==> src/design/iterated_prime_count_engine_top_defines.svh <==
// assertion helpers for the iterated prime-count engine
`ifndef ITERATED_PRIME_COUNT_ENGINE_TOP_DEFINES_SVH
`define ITERATED_PRIME_COUNT_ENGINE_TOP_DEFINES_SVH

// same-cycle implication, checked out of reset
`define IPCE_ASSERT_IMP(lbl, ante, cons, msg) \
	lbl: assert property (@(posedge clk) disable iff (!arst_n) (ante) |-> (cons)) \
		else $error(msg);

// next-cycle implication, checked out of reset
`define IPCE_ASSERT_NXT(lbl, ante, cons, msg) \
	lbl: assert property (@(posedge clk) disable iff (!arst_n) (ante) |=> (cons)) \
		else $error(msg);

`endif

==> src/design/ipce_pkg.sv <==
`timescale 1ns / 1ps
// ----------------------------------------------------------------------------
// ipce_pkg
// shared types for the iterated prime-count engine: sequencer states and
// the command and status groups between controller and datapath
// ----------------------------------------------------------------------------
package ipce_pkg;

	localparam int DATA_W = 32;

	typedef enum logic [2:0] {
		ST_CLEAR,
		ST_SCAN_RD,
		ST_SCAN_CHK,
		ST_MARK,
		ST_IDLE,
		ST_LOOK_RD,
		ST_LOOK_CHK,
		ST_FINISH
	} state_t;

	typedef struct packed {
		logic clr_wr;
		logic scan_chk;
		logic mark;
		logic adv;
		logic load;
		logic look;
		logic look_chk;
		logic finish;
	} cmd_t;

	typedef struct packed {
		logic idx_last;
		logic flag;
		logic j_over;
		logic iter_zero;
		logic step_end;
		logic out_free;
	} sts_t;

endpackage

==> src/design/ipce_ctrl.sv <==
`timescale 1ns / 1ps
// ----------------------------------------------------------------------------
// ipce_ctrl
// sequencer: clears and sieves the flag table, fills the count table, then
// serves queries one at a time through repeated count-table lookups
// ----------------------------------------------------------------------------
module ipce_ctrl
	import ipce_pkg::*;
(
	input  logic clk,
	input  logic arst_n,
	input  logic in_valid,
	input  sts_t sts,
	output logic in_ready,
	output cmd_t cmd
);

	state_t state_q;
	state_t state_nxt;

	always_ff @(posedge clk or negedge arst_n) begin
		if (!arst_n) begin
			state_q <= ST_CLEAR;
		end else begin
			state_q <= state_nxt;
		end
	end

	always_comb begin
		state_nxt = state_q;
		unique case (state_q)
			ST_CLEAR: begin
				if (sts.idx_last) state_nxt = ST_SCAN_RD;
			end
			ST_SCAN_RD: begin
				state_nxt = ST_SCAN_CHK;
			end
			ST_SCAN_CHK: begin
				priority if (sts.flag) state_nxt = ST_MARK;
				else if (sts.idx_last) state_nxt = ST_IDLE;
				else state_nxt = ST_SCAN_RD;
			end
			ST_MARK: begin
				if (sts.j_over) state_nxt = sts.idx_last ? ST_IDLE : ST_SCAN_RD;
			end
			ST_IDLE: begin
				if (in_valid) state_nxt = ST_LOOK_RD;
			end
			ST_LOOK_RD: begin
				state_nxt = sts.iter_zero ? ST_FINISH : ST_LOOK_CHK;
			end
			ST_LOOK_CHK: begin
				state_nxt = sts.step_end ? ST_FINISH : ST_LOOK_RD;
			end
			ST_FINISH: begin
				if (sts.out_free) state_nxt = ST_IDLE;
			end
			default: state_nxt = ST_CLEAR;
		endcase
	end

	always_comb begin
		cmd      = '0;
		in_ready = 1'b0;
		unique case (state_q)
			ST_CLEAR:    cmd.clr_wr = 1'b1;
			ST_SCAN_RD:  cmd = '0;
			ST_SCAN_CHK: begin
				cmd.scan_chk = 1'b1;
				cmd.adv      = !sts.flag;
			end
			ST_MARK: begin
				cmd.mark = !sts.j_over;
				cmd.adv  = sts.j_over;
			end
			ST_IDLE: begin
				in_ready = 1'b1;
				cmd.load = in_valid;
			end
			ST_LOOK_RD:  cmd.look = 1'b1;
			ST_LOOK_CHK: cmd.look_chk = 1'b1;
			ST_FINISH:   cmd.finish = sts.out_free;
			default:     cmd = '0;
		endcase
	end

endmodule

==> config.mk <==
export PLATFORM = sky130hd
export DESIGN_NAME = ipce_ctrl
export DESIGN_NICKNAME = d
export VERILOG_FILES = /design/src/design/iterated_prime_count_engine_top_defines.svh /design/src/design/ipce_pkg.sv /design/src/design/ipce_ctrl.sv
export SDC_FILE = /design/constraint.sdc
export NUM_CORES = 1
export LEC_CHECK = 0
export BUFFER_PORTS_ARGS = -buffer_cell sky130_fd_sc_hd__clkbuf_2
export CELL_PAD_IN_SITES_DETAIL_PLACEMENT = 2
export CELL_PAD_IN_SITES_GLOBAL_PLACEMENT = 2
export CORE_MARGIN = 5
export CORE_UTILIZATION = 17
export CTS_CLUSTER_SIZE = 20
export DETAILED_ROUTE_END_ITERATION = 16
export GPL_TIMING_DRIVEN = 0
export PLACE_DENSITY_LB_ADDON = 0.1
export SETUP_SLACK_MARGIN = 0.1
export SLEW_MARGIN = 20
export SYNTH_ARGS = -nofsm -noshare
export SYNTH_HDL_FRONTEND = slang
export SYNTH_SLANG_ARGS = --single-unit
==> constraint.sdc <==
create_clock -name clk -period 1.16 [get_ports clk]
set_input_delay 0.232 -clock clk [delete_from_list [all_inputs] [get_ports clk]]
set_output_delay 0.232 -clock clk [all_outputs]
set_load 0.005 [all_outputs]
==> reports/metrics.cfg <==
[yosys]
syn_inst=35
syn_area_per_cell_um2=8.043
yosys.area_share.xor_xnor_pct=0
synthAdderAreaFrac_pct=0
synth_top_family_by_area=simple AND/OR/NAND/NOR gates
syn_nets=44
synth_top_area_cell=dfrtp_1
ys.warnings.count=0
synth.distinct_cells=21
synth_compound_area_share_pct=18.22
synth.area.top_cells=dfrtp_1 27%, buf_6 8.0%, nor3_1 5.3%, nor2_1 5.3%, nand2b_1 4.4%
syn-cell-area_um2=281.5
synth.mux.area_fraction_pct=7.556
netlist.area_leader.share_pct=26.67
synth_seq_cells=3
ys_async_sr_fraction_pct=100.0
ys_seq_area_share_pct=26.67
synth_ff_type=dfrtp_1
synth-simple-area-share_pct=35.56
synth_edf_count=0

[worst_hold_path]
min_path_type=in2reg
min_delay_path_depth=2

[sta]
rsz0062_at_grt=true
slew_violations=0
setup_slack_ps=-267.1
relSlewSlack_pct=83.05
fmax_mhz=700.7
post-route-min-period_ps=1427
finalHoldViolCount=0
setup_viol_count_final=12
finalSetupTns_ps=-1798
skew_ps=2.779
worstMarginPinSlew_ps=253.8
period_share_pct=123.0

[global_routing]
grt_pass1_vias=425
grtUsageTotal_pct=10.33
grt_first_pass_wirelength_um=1952
grt_max_degree=11
grt_overflow_total=0
antenna_found_initial=0

[drt]
routed_wl_um=1292
firstDrtPassIters=3
drc_errors=0
viasPerCell=4.795
drt-met1-wl_um=540
wl_met2_um=722
met3_length_um=29
antenna_left=0
wire_per_inst_um=15.57
drt-initial-drc-count=1
vias=398
top_layer=met3

[floorplan]
start_util_pct=18.26
coreArea_um2=1541
rows=14
die-area_um2=2570
pin_count=18
die_w_um=50.70
die_h_um=50.70

[pwr]
p_per_area_nw_per_um2=2033
p_leak_uw=0.0002875
peakVddDrop_uv=742.6

[finish]
num_antenna_cells=0
fin_util_pct=40.83
finish.instance_area_um2=629.4
n_fill_cell=176
reg_top3=state_q: 3 flops
regMostFlops=state_q
largest_register_ffs=3
final_common_cell=clkbuf_2
layout-drive-gt1-share_pct=82.09
seqCellArea_um2=77.57
nets=77
multi_input_area_um2=271.5
syn2layout_area_growth_pct=123.6
layout_common_cells=12 x clkbuf_2, 7 x buf_6, 5 x buf_2, 5 x buf_4

[clocking]
numCtsBuffers=3
insertion_delay_ps=230
clockBufferDepth=2
clk_pin_slew_worst_paths_ps=40
cts_root_buf=clkbuf_4
htreeDepth=1
clock_sinks=3
cts_tree=yes

[critical_path]
critPathArrivalTime_ps=1200
cp_max_fo=6
crit_path_end_kind=output pin
crit_required_ps=930
critPathLaunchType=register
worstSetupPathType=reg2out
ff2ff_path_depth=5

[placed_design]
hpwl_um=798.9
io_buffers=17
place_area_um2=392.9
gp_congestion=0.6967

[outcome]
status=finished, violations left
violations=setup timing

[job]
max_cap_viol_count=0

-- metrics by stage --
step	power, µW	hold slack, ps	setup slack (ps)	instances
2_1_floorplan	485.4	-63.59	83.72	35
3_3_place_gp	641.9	26.90	-48.92	68
3_5_place_dp	655.7	35.02	-54.48	68
4_1_cts	976.8	312.7	-285.3	78
5_1_grt	1378	314.5	-318.7	83
6_report	1279	312.7	-267.1	83
-- final timing paths --
| check | from | to | slack, ps |
|---|---|---|---|
| min in group asynchronous | arst_n | state_q[2]$_DFFE_PN0P_ | 330 |
| hold / removal | sts[5] | state_q[2]$_DFFE_PN0P_ | 310 |
| setup reg to reg | state_q[2]$_DFFE_PN0P_ | state_q[1]$_DFFE_PN0P_ | -90 |
| max in group asynchronous | arst_n | state_q[1]$_DFFE_PN0P_ | 710 |
| setup / recovery | state_q[0]$_DFFE_PN0P_ | cmd[4] | -270 |
| hold reg to reg | state_q[1]$_DFFE_PN0P_ | state_q[1]$_DFFE_PN0P_ | 680 |
-- routing by layer --
layer	up-vias	track usage [%]
met5	-	0
met4	0	6.383
met3	0	2.367
met2	12	17.56
met1	195	11.40
li1	191	-
-- layout make-up --
| type | count | share of cell area (%) |
|---|---|---|
| plain buffers | 3 | 5.964 |
| multi-input cells | 28 | 43.14 |
| flip-flops and latches | 3 | 12.33 |
| clock buffers | 4 | 4.175 |
| well taps | 16 | 3.181 |
| repair buffers | 28 | 30.02 |
| inverters | 1 | 1.193 |
-- power by group --
group	switching, µW	internal [µW]	leakage (µW)
sequential	27.6	146	0.0000300
combinational	448	469	0.000242
clock	59.5	129	0.0000150
total	535	744	0.000287
-- worst max-delay path, cell delays in order, from the launching register on --
cell and delay [ps]:
dfrtp_1 360, buf_6 130, or2b_4 250, o21ai_2 50
nor2_1 50, clkbuf_2 110
-- logic make-up after synthesis --
| kind of cell | Yosys count |
|---|---|
| AOI/OAI and AO/OA | 7 |
| buffers and inverters | 4 |
| DFF | 3 |
| muxes | 2 |
| and+or+nand+nor | 19 |
-- cell usage after synthesis, drive strengths merged (2+ instances only) --
cell and n:
buf 3, dfrtp 3, nor3 3, nor2b 2, o21ai 2, nor2 4, nand2 3, nand2b 2
nand3 2
-- what timing repair did --
action / in CTS / in global routing
gates cloned: 1 / 0
hold buffers: 1 / 0
hold endpoints to repair: 3 / 0
setup buffers: 4 / 5
setup endpoints to repair: 12 / 12
pin swaps: 7 / 6
resized for setup: 11 / 27
No activity file was read; power rests on OpenSTA's default activity.
